File: src/rtl/core/ajl_pkg.sv
package ajl_pkg;

  localparam int TIME_WIDTH_DEF = 32;
  localparam int FRAC_BITS_DEF  = 8;

  localparam int AVG_W        = 32;
  localparam int GAP_BITS     = 24;
  localparam int WEIGHT_W     = 8;
  localparam int WEIGHT_SHIFT = 8;
  localparam int LAT_W        = 10;
  localparam int GAIN_W       = 4;
  localparam int HYST_W       = 8;
  localparam int PERIOD_W     = 16;
  localparam int CFG_W        = 16;
  localparam int CFG_IDX_W    = 3;

  localparam logic [GAP_BITS-1:0] GAP_MAX = '1;
  localparam logic [AVG_W-1:0]    AVG_MAX = '1;

  // adjust period is given in ms, timestamps in us
  localparam int PERIOD_SCALE = 1000;
  localparam int PERIOD_US_W  = PERIOD_W + 10;

  // ema datapath: weight * (sample - avg), signed
  localparam int DIFF_W     = AVG_W + 2;
  localparam int PROD_W     = DIFF_W + WEIGHT_W + 1;
  localparam int EMA_ROUND  = 1 << (WEIGHT_SHIFT - 1);

  // target: gain * jitter scaled to ms, divided by 1000 through a reciprocal
  localparam int T_W         = AVG_W + GAIN_W;
  localparam int HALF_MS     = 500;
  localparam int Q_LIMIT     = 1 << LAT_W;
  localparam int X_LIMIT     = Q_LIMIT * PERIOD_SCALE;
  localparam int X_W         = 20;
  localparam int RECIP_SHIFT = 30;
  localparam int RECIP       = ((1 << RECIP_SHIFT) + PERIOD_SCALE - 1) / PERIOD_SCALE;
  localparam int RECIP_W     = 21;
  localparam int Q_W         = LAT_W + 1;
  localparam int TGT_W       = LAT_W + 2;

  localparam logic [LAT_W-1:0] LAT_RESET = 10'd200;

  typedef enum logic [CFG_IDX_W-1:0] {
    CFG_ALPHA   = 3'd0,
    CFG_BETA    = 3'd1,
    CFG_BASE    = 3'd2,
    CFG_GAIN    = 3'd3,
    CFG_MIN     = 3'd4,
    CFG_MAX     = 3'd5,
    CFG_HYST    = 3'd6,
    CFG_PERIOD  = 3'd7
  } cfg_idx_e;

  typedef struct packed {
    logic [WEIGHT_W-1:0] alpha;
    logic [WEIGHT_W-1:0] beta;
    logic [LAT_W-1:0]    base_lat;
    logic [GAIN_W-1:0]   gain;
    logic [LAT_W-1:0]    min_lat;
    logic [LAT_W-1:0]    max_lat;
    logic [HYST_W-1:0]   hyst;
    logic [PERIOD_W-1:0] period;
  } cfg_t;

  typedef struct packed {
    logic capture;
    logic prep;
    logic g_mul;
    logic g_add;
    logic dev;
    logic j_mul;
    logic j_add;
    logic t_mul;
    logic t_div;
    logic t_quo;
    logic apply;
  } ctrl_cmd_t;

  typedef struct packed {
    logic first_item;
    logic check_now;
    logic check_held;
  } dp_status_t;

endpackage

File: src/rtl/core/ajl_in_if.sv
interface ajl_in_if #(
  parameter int TIME_WIDTH = ajl_pkg::TIME_WIDTH_DEF
);
  logic                  valid;
  logic                  ready;
  logic [TIME_WIDTH-1:0] arrival_time_us;

  modport source (output valid, output arrival_time_us, input ready);
  modport sink (input valid, input arrival_time_us, output ready);
endinterface

File: src/rtl/core/ajl_out_if.sv
interface ajl_out_if;
  logic                       valid;
  logic                       ready;
  logic [ajl_pkg::LAT_W-1:0]  latency_ms;
  logic                       latency_updated;
  logic [ajl_pkg::AVG_W-1:0]  jitter_q8;
  logic [ajl_pkg::AVG_W-1:0]  gap_average_q8;

  modport source (output valid, output latency_ms, output latency_updated,
                  output jitter_q8, output gap_average_q8, input ready);
  modport sink (input valid, input latency_ms, input latency_updated,
                input jitter_q8, input gap_average_q8, output ready);
endinterface

File: src/rtl/core/ajl_ctrl.sv
module ajl_ctrl (
  input  logic                   clk_i,
  input  logic                   rst_ni,
  input  logic                   in_valid_i,
  output logic                   in_ready_o,
  output logic                   out_valid_o,
  input  logic                   out_ready_i,
  input  ajl_pkg::dp_status_t    status_i,
  output ajl_pkg::ctrl_cmd_t     cmd_o
);

  typedef enum logic [10:0] {
    S_IDLE  = 11'b000_0000_0001,
    S_PREP  = 11'b000_0000_0010,
    S_GMUL  = 11'b000_0000_0100,
    S_GADD  = 11'b000_0000_1000,
    S_DEV   = 11'b000_0001_0000,
    S_JMUL  = 11'b000_0010_0000,
    S_JADD  = 11'b000_0100_0000,
    S_TMUL  = 11'b000_1000_0000,
    S_TDIV  = 11'b001_0000_0000,
    S_TQUO  = 11'b010_0000_0000,
    S_APPLY = 11'b100_0000_0000
  } state_e;

  state_e state_q, state_d;
  logic   out_valid_q, out_valid_d;
  logic   slot_free;

  assign slot_free   = !out_valid_q || out_ready_i;
  assign in_ready_o  = (state_q == S_IDLE);
  assign out_valid_o = out_valid_q;

  always_comb begin
    state_d = state_q;
    cmd_o   = '0;
    case (state_q)
      S_IDLE: begin
        if (in_valid_i) begin
          cmd_o.capture = 1'b1;
          state_d       = S_PREP;
        end
      end
      S_PREP: begin
        cmd_o.prep = 1'b1;
        if (!status_i.first_item) begin
          state_d = S_GMUL;
        end else if (status_i.check_now) begin
          state_d = S_TMUL;
        end else begin
          state_d = S_APPLY;
        end
      end
      S_GMUL: begin
        cmd_o.g_mul = 1'b1;
        state_d     = S_GADD;
      end
      S_GADD: begin
        cmd_o.g_add = 1'b1;
        state_d     = S_DEV;
      end
      S_DEV: begin
        cmd_o.dev = 1'b1;
        state_d   = S_JMUL;
      end
      S_JMUL: begin
        cmd_o.j_mul = 1'b1;
        state_d     = S_JADD;
      end
      S_JADD: begin
        cmd_o.j_add = 1'b1;
        state_d     = status_i.check_held ? S_TMUL : S_APPLY;
      end
      S_TMUL: begin
        cmd_o.t_mul = 1'b1;
        state_d     = S_TDIV;
      end
      S_TDIV: begin
        cmd_o.t_div = 1'b1;
        state_d     = S_TQUO;
      end
      S_TQUO: begin
        cmd_o.t_quo = 1'b1;
        state_d     = S_APPLY;
      end
      S_APPLY: begin
        // state and result are written together once the output slot is free
        if (slot_free) begin
          cmd_o.apply = 1'b1;
          state_d     = S_IDLE;
        end
      end
      default: state_d = S_IDLE;
    endcase
  end

  always_comb begin
    out_valid_d = out_valid_q;
    if (cmd_o.apply) begin
      out_valid_d = 1'b1;
    end else if (out_ready_i) begin
      out_valid_d = 1'b0;
    end
  end

  always_ff @(posedge clk_i or negedge rst_ni) begin
    if (!rst_ni) begin
      state_q     <= S_IDLE;
      out_valid_q <= 1'b0;
    end else begin
      state_q     <= state_d;
      out_valid_q <= out_valid_d;
    end
  end

`ifndef ASSERT_OFF
  a_accept_starts: assert property (@(posedge clk_i) disable iff (!rst_ni)
    in_valid_i && in_ready_o |=> state_q == S_PREP)
    else $error("accepted item did not start processing");

  a_apply_shows: assert property (@(posedge clk_i) disable iff (!rst_ni)
    cmd_o.apply |=> out_valid_q)
    else $error("applied result not presented");

  a_apply_waits: assert property (@(posedge clk_i) disable iff (!rst_ni)
    state_q == S_APPLY && out_valid_q && !out_ready_i |=> state_q == S_APPLY)
    else $error("result overwrote a pending item");
`endif

endmodule

File: src/rtl/core/ajl_dp.sv
module ajl_dp #(
  parameter int TIME_WIDTH = ajl_pkg::TIME_WIDTH_DEF,
  parameter int FRAC_BITS  = ajl_pkg::FRAC_BITS_DEF
) (
  input  logic                       clk_i,
  input  logic                       rst_ni,
  input  ajl_pkg::cfg_t              cfg_i,
  input  ajl_pkg::ctrl_cmd_t         cmd_i,
  output ajl_pkg::dp_status_t        status_o,
  input  logic [TIME_WIDTH-1:0]      arrival_i,
  output logic [ajl_pkg::LAT_W-1:0]  latency_o,
  output logic                       updated_o,
  output logic [ajl_pkg::AVG_W-1:0]  jitter_o,
  output logic [ajl_pkg::AVG_W-1:0]  gap_o
);

  localparam int AVG_W  = ajl_pkg::AVG_W;
  localparam int LAT_W  = ajl_pkg::LAT_W;
  localparam int GAP_B  = ajl_pkg::GAP_BITS;
  localparam int WIDE_W = (TIME_WIDTH > GAP_B) ? TIME_WIDTH : GAP_B;
  localparam int DX_W   = (GAP_B + FRAC_BITS > AVG_W) ? GAP_B + FRAC_BITS : AVG_W + 1;
  localparam int CHK_W  = (TIME_WIDTH > ajl_pkg::PERIOD_US_W) ?
                          TIME_WIDTH : ajl_pkg::PERIOD_US_W;
  localparam int PROD_W = ajl_pkg::PROD_W;
  localparam int DIFF_W = ajl_pkg::DIFF_W;
  localparam int T_W    = ajl_pkg::T_W;
  localparam int X_W    = ajl_pkg::X_W;
  localparam int Q_W    = ajl_pkg::Q_W;
  localparam int TGT_W  = ajl_pkg::TGT_W;
  localparam int RP_W   = X_W + ajl_pkg::RECIP_W;

  logic [TIME_WIDTH-1:0] now_q, last_arrival_q, last_adj_q;
  logic                  seen_q, adj_started_q, check_q;
  logic [AVG_W-1:0]      d_q, gap_q, jit_q, dev_q;
  logic signed [PROD_W-1:0] prod_q;
  logic [T_W-1:0]        t_q;
  logic [X_W-1:0]        x_q;
  logic                  big_q;
  logic [Q_W-1:0]        q_q;
  logic [LAT_W-1:0]      latency_q;
  logic [LAT_W-1:0]      lat_out_q;
  logic                  upd_out_q;
  logic [AVG_W-1:0]      jit_out_q, gap_out_q;

  // gap sample
  logic [TIME_WIDTH-1:0] delta;
  logic [WIDE_W-1:0]     delta_x;
  logic [GAP_B-1:0]      gap_s;
  logic [DX_W-1:0]       d_x;
  logic [AVG_W-1:0]      d_s;

  assign delta   = now_q - last_arrival_q;
  assign delta_x = WIDE_W'(delta);
  assign gap_s   = (delta_x > WIDE_W'(ajl_pkg::GAP_MAX)) ? ajl_pkg::GAP_MAX
                                                         : delta_x[GAP_B-1:0];
  assign d_x     = DX_W'(gap_s) << FRAC_BITS;
  assign d_s     = (d_x > DX_W'(ajl_pkg::AVG_MAX)) ? ajl_pkg::AVG_MAX : d_x[AVG_W-1:0];

  // adjust clock
  logic [TIME_WIDTH-1:0] ref_time, elapsed;
  logic [CHK_W-1:0]      period_us;
  logic                  check_s;

  assign ref_time  = adj_started_q ? last_adj_q : now_q;
  assign elapsed   = now_q - ref_time;
  assign period_us = CHK_W'(cfg_i.period) * CHK_W'(ajl_pkg::PERIOD_SCALE);
  assign check_s   = CHK_W'(elapsed) >= period_us;

  assign status_o.first_item = !seen_q;
  assign status_o.check_now  = check_s;
  assign status_o.check_held = check_q;

  // shared ema unit, gap phase or jitter phase
  logic                     jit_phase;
  logic [AVG_W-1:0]         ema_avg, ema_sample, ema_new, ema_res;
  logic signed [8:0]        ema_w;
  logic signed [DIFF_W-1:0] ema_diff;
  logic signed [PROD_W-1:0] ema_prod, ema_round, ema_step;

  assign jit_phase  = cmd_i.j_mul || cmd_i.j_add;
  assign ema_avg    = jit_phase ? jit_q : gap_q;
  assign ema_sample = jit_phase ? dev_q : d_q;
  assign ema_w      = $signed({1'b0, (jit_phase ? cfg_i.beta : cfg_i.alpha)});
  assign ema_diff   = $signed({2'b00, ema_sample}) - $signed({2'b00, ema_avg});
  assign ema_prod   = ema_w * ema_diff;
  assign ema_round  = prod_q + PROD_W'(ajl_pkg::EMA_ROUND);
  assign ema_step   = ema_round >>> ajl_pkg::WEIGHT_SHIFT;
  assign ema_new    = ema_avg + ema_step[AVG_W-1:0];
  // an empty average takes the sample as it is
  assign ema_res    = (ema_avg == '0) ? ema_sample : ema_new;

  // target latency
  logic [T_W:0]       x_wide;
  logic [RP_W-1:0]    recip_prod;
  logic [Q_W-1:0]     q_s;
  logic [TGT_W-1:0]   tgt_sum, tgt_lo, tgt_c;
  logic [LAT_W-1:0]   tgt;
  logic [LAT_W-1:0]   lat_diff;
  logic               upd_s;

  assign x_wide     = ({1'b0, t_q} >> FRAC_BITS) + (T_W+1)'(ajl_pkg::HALF_MS);
  assign recip_prod = RP_W'(x_q) * RP_W'(ajl_pkg::RECIP);
  assign q_s        = big_q ? Q_W'(ajl_pkg::Q_LIMIT)
                            : recip_prod[ajl_pkg::RECIP_SHIFT+Q_W-1:ajl_pkg::RECIP_SHIFT];
  assign tgt_sum    = TGT_W'(cfg_i.base_lat) + TGT_W'(q_q);
  // min first, then max, so max wins on a crossed pair
  assign tgt_lo     = (tgt_sum < TGT_W'(cfg_i.min_lat)) ? TGT_W'(cfg_i.min_lat) : tgt_sum;
  assign tgt_c      = (tgt_lo > TGT_W'(cfg_i.max_lat)) ? TGT_W'(cfg_i.max_lat) : tgt_lo;
  assign tgt        = tgt_c[LAT_W-1:0];
  assign lat_diff   = (tgt >= latency_q) ? tgt - latency_q : latency_q - tgt;
  assign upd_s      = check_q && (lat_diff >= LAT_W'(cfg_i.hyst));

  always_ff @(posedge clk_i or negedge rst_ni) begin
    if (!rst_ni) begin
      seen_q         <= 1'b0;
      adj_started_q  <= 1'b0;
      last_arrival_q <= '0;
      last_adj_q     <= '0;
      gap_q          <= '0;
      jit_q          <= '0;
      latency_q      <= ajl_pkg::LAT_RESET;
    end else begin
      if (cmd_i.prep) begin
        seen_q         <= 1'b1;
        adj_started_q  <= 1'b1;
        last_arrival_q <= now_q;
        if (!adj_started_q || check_s) begin
          last_adj_q <= now_q;
        end
      end
      if (cmd_i.g_add) begin
        gap_q <= ema_res;
      end
      if (cmd_i.j_add) begin
        jit_q <= ema_res;
      end
      if (cmd_i.apply && upd_s) begin
        latency_q <= tgt;
      end
    end
  end

  always_ff @(posedge clk_i) begin
    if (cmd_i.capture) begin
      now_q <= arrival_i;
    end
    if (cmd_i.prep) begin
      d_q     <= d_s;
      check_q <= check_s;
    end
    if (cmd_i.g_mul || cmd_i.j_mul) begin
      prod_q <= ema_prod;
    end
    if (cmd_i.dev) begin
      dev_q <= (d_q >= gap_q) ? d_q - gap_q : gap_q - d_q;
    end
    if (cmd_i.t_mul) begin
      t_q <= T_W'(cfg_i.gain) * T_W'(jit_q);
    end
    if (cmd_i.t_div) begin
      big_q <= x_wide >= (T_W+1)'(ajl_pkg::X_LIMIT);
      x_q   <= x_wide[X_W-1:0];
    end
    if (cmd_i.t_quo) begin
      q_q <= q_s;
    end
    if (cmd_i.apply) begin
      lat_out_q <= upd_s ? tgt : latency_q;
      upd_out_q <= upd_s;
      jit_out_q <= jit_q;
      gap_out_q <= gap_q;
    end
  end

  assign latency_o = lat_out_q;
  assign updated_o = upd_out_q;
  assign jitter_o  = jit_out_q;
  assign gap_o     = gap_out_q;

`ifndef ASSERT_OFF
  a_start_together: assert property (@(posedge clk_i) disable iff (!rst_ni)
    seen_q == adj_started_q)
    else $error("arrival and adjust clocks out of step");

  a_hold_latency: assert property (@(posedge clk_i) disable iff (!rst_ni)
    cmd_i.apply && !upd_s |=> $stable(latency_q))
    else $error("latency changed without an update");

  a_clamped: assert property (@(posedge clk_i) disable iff (!rst_ni)
    cmd_i.apply && upd_s && cfg_i.min_lat <= cfg_i.max_lat |=>
      latency_q >= $past(cfg_i.min_lat) && latency_q <= $past(cfg_i.max_lat))
    else $error("updated latency outside clamp range");
`endif

endmodule

File: src/rtl/core/adaptive_jitter_latency.sv
// Adaptive jitter-buffer latency controller. Each input item is one packet arrival
// timestamp in microseconds; each arrival yields exactly one result item with the
// current latency, an update strobe and the gap and jitter averages (Q8 us). Items
// are handled one at a time by a sequencer around a single shared EMA multiplier.
// A first arrival after reset runs prep and apply if no adjustment check is due, or
// prep, target multiply, reciprocal divide by 1000 and quotient before apply if one
// is due. A later arrival runs prep, gap multiply and add, deviation and jitter
// multiply and add, then the target steps too when an adjustment check runs; clamp
// and hysteresis compare come with apply. The result item is presented in the same
// cycle in which the next arrival can first be taken; if the output register still
// holds an untaken result, the sequencer waits in its last cycle until that item
// leaves. A new arrival is accepted while the previous result still waits in the
// output register. The user must write configuration through cfg_we_i / cfg_idx_i /
// cfg_data_i only while no item is in flight; the block itself does not enforce this.
module adaptive_jitter_latency #(
  parameter int TIME_WIDTH = ajl_pkg::TIME_WIDTH_DEF,
  parameter int FRAC_BITS  = ajl_pkg::FRAC_BITS_DEF
) (
  input  logic                          clk_i,
  input  logic                          rst_ni,
  ajl_in_if.sink                        in_i,
  ajl_out_if.source                     out_o,
  input  logic                          cfg_we_i,
  input  logic [ajl_pkg::CFG_IDX_W-1:0] cfg_idx_i,
  input  logic [ajl_pkg::CFG_W-1:0]     cfg_data_i
);

  ajl_pkg::cfg_t       cfg_q;
  ajl_pkg::ctrl_cmd_t  cmd;
  ajl_pkg::dp_status_t status;

  always_ff @(posedge clk_i or negedge rst_ni) begin
    if (!rst_ni) begin
      cfg_q.alpha    <= 8'd26;
      cfg_q.beta     <= 8'd51;
      cfg_q.base_lat <= 10'd50;
      cfg_q.gain     <= 4'd3;
      cfg_q.min_lat  <= 10'd50;
      cfg_q.max_lat  <= 10'd300;
      cfg_q.hyst     <= 8'd10;
      cfg_q.period   <= 16'd1000;
    end else if (cfg_we_i) begin
      case (ajl_pkg::cfg_idx_e'(cfg_idx_i))
        ajl_pkg::CFG_ALPHA:  cfg_q.alpha    <= cfg_data_i[ajl_pkg::WEIGHT_W-1:0];
        ajl_pkg::CFG_BETA:   cfg_q.beta     <= cfg_data_i[ajl_pkg::WEIGHT_W-1:0];
        ajl_pkg::CFG_BASE:   cfg_q.base_lat <= cfg_data_i[ajl_pkg::LAT_W-1:0];
        ajl_pkg::CFG_GAIN:   cfg_q.gain     <= cfg_data_i[ajl_pkg::GAIN_W-1:0];
        ajl_pkg::CFG_MIN:    cfg_q.min_lat  <= cfg_data_i[ajl_pkg::LAT_W-1:0];
        ajl_pkg::CFG_MAX:    cfg_q.max_lat  <= cfg_data_i[ajl_pkg::LAT_W-1:0];
        ajl_pkg::CFG_HYST:   cfg_q.hyst     <= cfg_data_i[ajl_pkg::HYST_W-1:0];
        ajl_pkg::CFG_PERIOD: cfg_q.period   <= cfg_data_i[ajl_pkg::PERIOD_W-1:0];
        default: ;
      endcase
    end
  end

  ajl_ctrl u_ctrl (
    .clk_i       (clk_i),
    .rst_ni      (rst_ni),
    .in_valid_i  (in_i.valid),
    .in_ready_o  (in_i.ready),
    .out_valid_o (out_o.valid),
    .out_ready_i (out_o.ready),
    .status_i    (status),
    .cmd_o       (cmd)
  );

  ajl_dp #(
    .TIME_WIDTH (TIME_WIDTH),
    .FRAC_BITS  (FRAC_BITS)
  ) u_dp (
    .clk_i     (clk_i),
    .rst_ni    (rst_ni),
    .cfg_i     (cfg_q),
    .cmd_i     (cmd),
    .status_o  (status),
    .arrival_i (in_i.arrival_time_us),
    .latency_o (out_o.latency_ms),
    .updated_o (out_o.latency_updated),
    .jitter_o  (out_o.jitter_q8),
    .gap_o     (out_o.gap_average_q8)
  );

endmodule

File: src/flat_wrapper.sv
// flat-port wrapper written by rule: the top's interface ports become plain ports
module adaptive_jitter_latency_flat 
#(
  parameter int TIME_WIDTH = ajl_pkg::TIME_WIDTH_DEF,
  parameter int FRAC_BITS  = ajl_pkg::FRAC_BITS_DEF
)
  (clk_i, rst_ni, cfg_we_i, cfg_idx_i, cfg_data_i, in_i_valid, in_i_arrival_time_us, in_i_ready, out_o_valid, out_o_latency_ms, out_o_latency_updated, out_o_jitter_q8, out_o_gap_average_q8, out_o_ready);
  ajl_in_if #(.TIME_WIDTH(TIME_WIDTH)) in_i_i ();
  ajl_out_if out_o_i ();
  input  logic clk_i;
  input  logic rst_ni;
  input  logic cfg_we_i;
  input  logic [ajl_pkg::CFG_IDX_W-1:0] cfg_idx_i;
  input  logic [ajl_pkg::CFG_W-1:0] cfg_data_i;
  input wire logic [$bits(in_i_i.valid)-1:0] in_i_valid;
  input wire logic [$bits(in_i_i.arrival_time_us)-1:0] in_i_arrival_time_us;
  output wire logic [$bits(in_i_i.ready)-1:0] in_i_ready;
  output wire logic [$bits(out_o_i.valid)-1:0] out_o_valid;
  output wire logic [$bits(out_o_i.latency_ms)-1:0] out_o_latency_ms;
  output wire logic [$bits(out_o_i.latency_updated)-1:0] out_o_latency_updated;
  output wire logic [$bits(out_o_i.jitter_q8)-1:0] out_o_jitter_q8;
  output wire logic [$bits(out_o_i.gap_average_q8)-1:0] out_o_gap_average_q8;
  input wire logic [$bits(out_o_i.ready)-1:0] out_o_ready;
  assign in_i_i.valid = in_i_valid;
  assign in_i_i.arrival_time_us = in_i_arrival_time_us;
  assign in_i_ready = in_i_i.ready;
  assign out_o_valid = out_o_i.valid;
  assign out_o_latency_ms = out_o_i.latency_ms;
  assign out_o_latency_updated = out_o_i.latency_updated;
  assign out_o_jitter_q8 = out_o_i.jitter_q8;
  assign out_o_gap_average_q8 = out_o_i.gap_average_q8;
  assign out_o_i.ready = out_o_ready;
  adaptive_jitter_latency #(.TIME_WIDTH(TIME_WIDTH), .FRAC_BITS(FRAC_BITS)) u_core (.clk_i(clk_i), .rst_ni(rst_ni), .in_i(in_i_i), .out_o(out_o_i), .cfg_we_i(cfg_we_i), .cfg_idx_i(cfg_idx_i), .cfg_data_i(cfg_data_i));
endmodule
File: config.mk
export PLATFORM = sky130hd
export DESIGN_NAME = adaptive_jitter_latency_flat
export DESIGN_NICKNAME = d
export VERILOG_FILES = /design/src/rtl/core/ajl_pkg.sv /design/src/rtl/core/ajl_in_if.sv /design/src/rtl/core/ajl_out_if.sv /design/src/rtl/core/ajl_ctrl.sv /design/src/rtl/core/ajl_dp.sv /design/src/rtl/core/adaptive_jitter_latency.sv /design/src/flat_wrapper.sv
export SDC_FILE = /design/constraint.sdc
export NUM_CORES = 2
export LEC_CHECK = 0
export BUFFER_PORTS_ARGS = -buffer_cell sky130_fd_sc_hd__buf_2
export CAP_MARGIN = 20
export CORE_UTILIZATION = 48
export CTS_CLUSTER_SIZE = 25
export DETAILED_ROUTE_END_ITERATION = 10
export PLACE_DENSITY_LB_ADDON = 0.15
export SYNTH_ARGS = -nofsm -noshare
export SYNTH_HDL_FRONTEND = slang
export SYNTH_SLANG_ARGS = --single-unit
export TNS_END_PERCENT = 1
File: constraint.sdc
create_clock -name clk_i -period 8.7 [get_ports clk_i]
set_input_delay 1.74 -clock clk_i [delete_from_list [all_inputs] [get_ports clk_i]]
set_output_delay 1.74 -clock clk_i [all_outputs]
set_load 0.1 [all_outputs]
==> run metrics <==
outcome=finished, violations left; violated checks=negative setup slack; Final min period=8.71 ns; Yosys top cell area share=0.163; Clock Tree Root=clkbuf_16; WP buf/inv=6; DR vias/cell=5.44; CP endpoint kind=flop; Util after Layout=0.553; Top Family by Delay on Critical Path=adder cells; Final Max Tran Viols=0; Hold Startpoint=u_core.u_dp.t_q[8]$_DFFE_PP_; Async S/R FF share, synth=0.467; Yosys reg bits=482; syn_nets=6218; EDFF count, synth=257; Netlist cell types=92; Critical Path AT=9.11 ns; critical path class=flop to flop; Post-DP HPWL=108000 µm; GP Congestion=0.921; setup violators final=1; Synthesis Warnings=0; RSZ-0062 raised after global routing=true; Synth Flop Type=edfxtp_1; Design Area, Final=0.0566 mm²; max_cap viols=0; later-pin clock latency in the skew report=0.68 ns; initial antenna violation count=12; Setup Skew=0.0328 ns; vias in the first global route=38500; Slew @ Worst Pin=1.06 ns; Die ar.=0.105 mm²; Seq/Total Area, Yosys=0.269; Largest stage delay, worst path=0.58 ns; number of cells on the worst reg-to-reg path=35; cell mode on critical path=fa_1; placed inst area=0.0542 mm²; Buffers on Ports=132; core area=0.102 mm²; Worst R2R Setup Slack=-0.009 ns; synthesized instance count=5169; Worst path slowest cell=fa_1; Fin Setup TNS=-0.00898 ns; area occupied by multi-input gates=0.0334 mm²; Syn Std Cell Area=0.0497 mm²; Routed Antenna Nets=0; CP required=9.10 ns; row count=117; grt total ovfl=0; DRC=0; Clk pin slew, worst setup/hold paths=0.07 ns; first-pass GRT wire length=214000 µm; post-route worst setup slack=-0.00898 ns; post-route clock period utilization=1.00; WP depth=35; Initial Utilization=0.486; worst-path fanout max=7; origin of the worst setup path=u_core.u_ctrl.state_q[8]$_DFFE_PN0P_; crit path launch type=flop; share of layout cells above drive strength 1=0.151; Avg Inst Size Synth=9.62 µm²; min-delay worst type=flop to flop; f_max=115 MHz; Worst slew margin=0.272; detailed-route via count=37900; clock buffer count from CTS=57; Worst R2R Start=u_core.u_ctrl.state_q[8]$_DFFE_PN0P_; CTS tree=built; sequential cell area=0.0134 mm²; layout overhead on the synthesized area=13.8%; largest net degree at the start of global routing=123; Die Span Y=324 µm; 1st-iter DRT viols=2442; DR WL/cell=19.1 µm; H-tree level count=2; GRT Total Usage=0.260; Die Wd=324 µm; top cells by area, synth=fa_1, edfxtp_1, ha_1; hold_buf cts=0; CTS sink count=482; Fin. Hold Viols=0; WHS Path Cells=0; Nets=6606; I/O Pins=133; area leader, netlist=fa_1; clock tree buffer depth=3; WL final=133000 µm; Fillers=9091; Initial DRT Pass Iterations=5
routing by layer:
layer	share of wire	track usage	vias to the layer above
met5	0.000090	0	-
met4	0.029	0.0752	2
li1	-	-	18300
met3	0.047	0.0245	182
met1	0.45	0.359	18600
met2	0.47	0.434	861
sequential cells by signal, summed over array words and instances, names as in the netlist:
register	count
u_core.cfg_q	74
u_core.u_ctrl.out_valid_o	1
u_core.u_ctrl.state_q	11
u_core.u_dp.adj_started_q	1
u_core.u_dp.big_q	1
u_core.u_dp.check_q	1
u_core.u_dp.d_q	24
u_core.u_dp.dev_q	32
u_core.u_dp.gap_o	32
u_core.u_dp.gap_q	32
u_core.u_dp.jit_q	32
u_core.u_dp.jitter_o	32
u_core.u_dp.last_adj_q	32
u_core.u_dp.last_arrival_q	32
u_core.u_dp.latency_o	10
u_core.u_dp.latency_q	10
u_core.u_dp.now_q	32
u_core.u_dp.prod_q	33
u_core.u_dp.q_q	11
u_core.u_dp.t_q	28
u_core.u_dp.updated_o	1
u_core.u_dp.x_q	20
cell usage after synthesis (all sizes together) (31+ instances only):
cell,number
o21a,47
a21o,119
clkbuf,100
xnor2,176
ha,589
dfrtp,194
o21ai,253
dfstp,31
nand4,44
a21oi,234
nand3,87
edfxtp,257
fa,404
xor2,112
buf,44
nor2,322
nor2b,57
mux2i,93
and2,79
mux2,141
a31oi,41
nand2,488
inv,725
o21bai,32
nand2b,89
and3,42
nor3,82
cell type report:
class	instances	share of cell area
Tap cell	1368	0.0302
Antenna cell	2	0.0000884
Multi-Input combinational cell	3817	0.591
Timing Repair Buffer	473	0.0585
Clock buffer	81	0.0291
Sequential cell	482	0.237
Clock inverter	27	0.00652
Inverter	726	0.0482
logic make-up after synthesis:
logic type	after synthesis	synth area share
and+or+nand+nor	1379	0.131
adders and majority gates	993	0.311
AOI/OAI and AO/OA	922	0.118
buffers and inverters	870	0.0668
DFF	482	0.269
xor gates and xnor gates	289	0.0512
muxes	234	0.0529
cells in the final DEF, fill, tap and decap left out, drive strengths merged, types with 81 or more instances in the layout:
cell,n
nand3,87
xnor2,176
fa,404
xor2,112
buf,473
ha,589
a21oi,234
nand2,488
clkbuf,81
inv,729
dfrtp,194
edfxtp,257
nor3,82
nand2b,89
a21o,119
o21ai,253
mux2i,93
nor2,322
mux2,141
what timing repair did:
item | CTS | global route
setup buffers | 10 | 5
cloned | 1 | 0
gates resized for setup | 34 | 36
setup endpoints to repair | 20 | 32
pin swaps | 27 | 42
worst paths after layout:
check,to
min in group asynchronous,u_core.cfg_q[15]$_DFFE_PN0P_
max reg2reg,u_core.u_dp.prod_q[39]$_DFFE_PP_
min,u_core.u_dp.x_q[0]$_DFFE_PP_
min reg2reg,u_core.u_dp.x_q[0]$_DFFE_PP_
max,u_core.u_dp.prod_q[39]$_DFFE_PP_
max in group asynchronous,u_core.u_dp.jit_q[1]$_DFFE_PN0P_
per-stage QoR:
step / setup slack, ns / std cells / hold slack, ns
after floorplan: -0.00142 / 5169 / 0.427
after global placement: -0.185 / 6847 / 0.470
after detailed placement: -0.438 / 6849 / 0.462
after CTS: 0.00426 / 6968 / 0.471
after global routing: -0.502 / 6974 / 0.494
final: -0.00898 / 6976 / 0.478
Power is left out: the tool's default activity adds up to more than one toggle a clock period on the data nets, which glitch-free logic cannot reach.
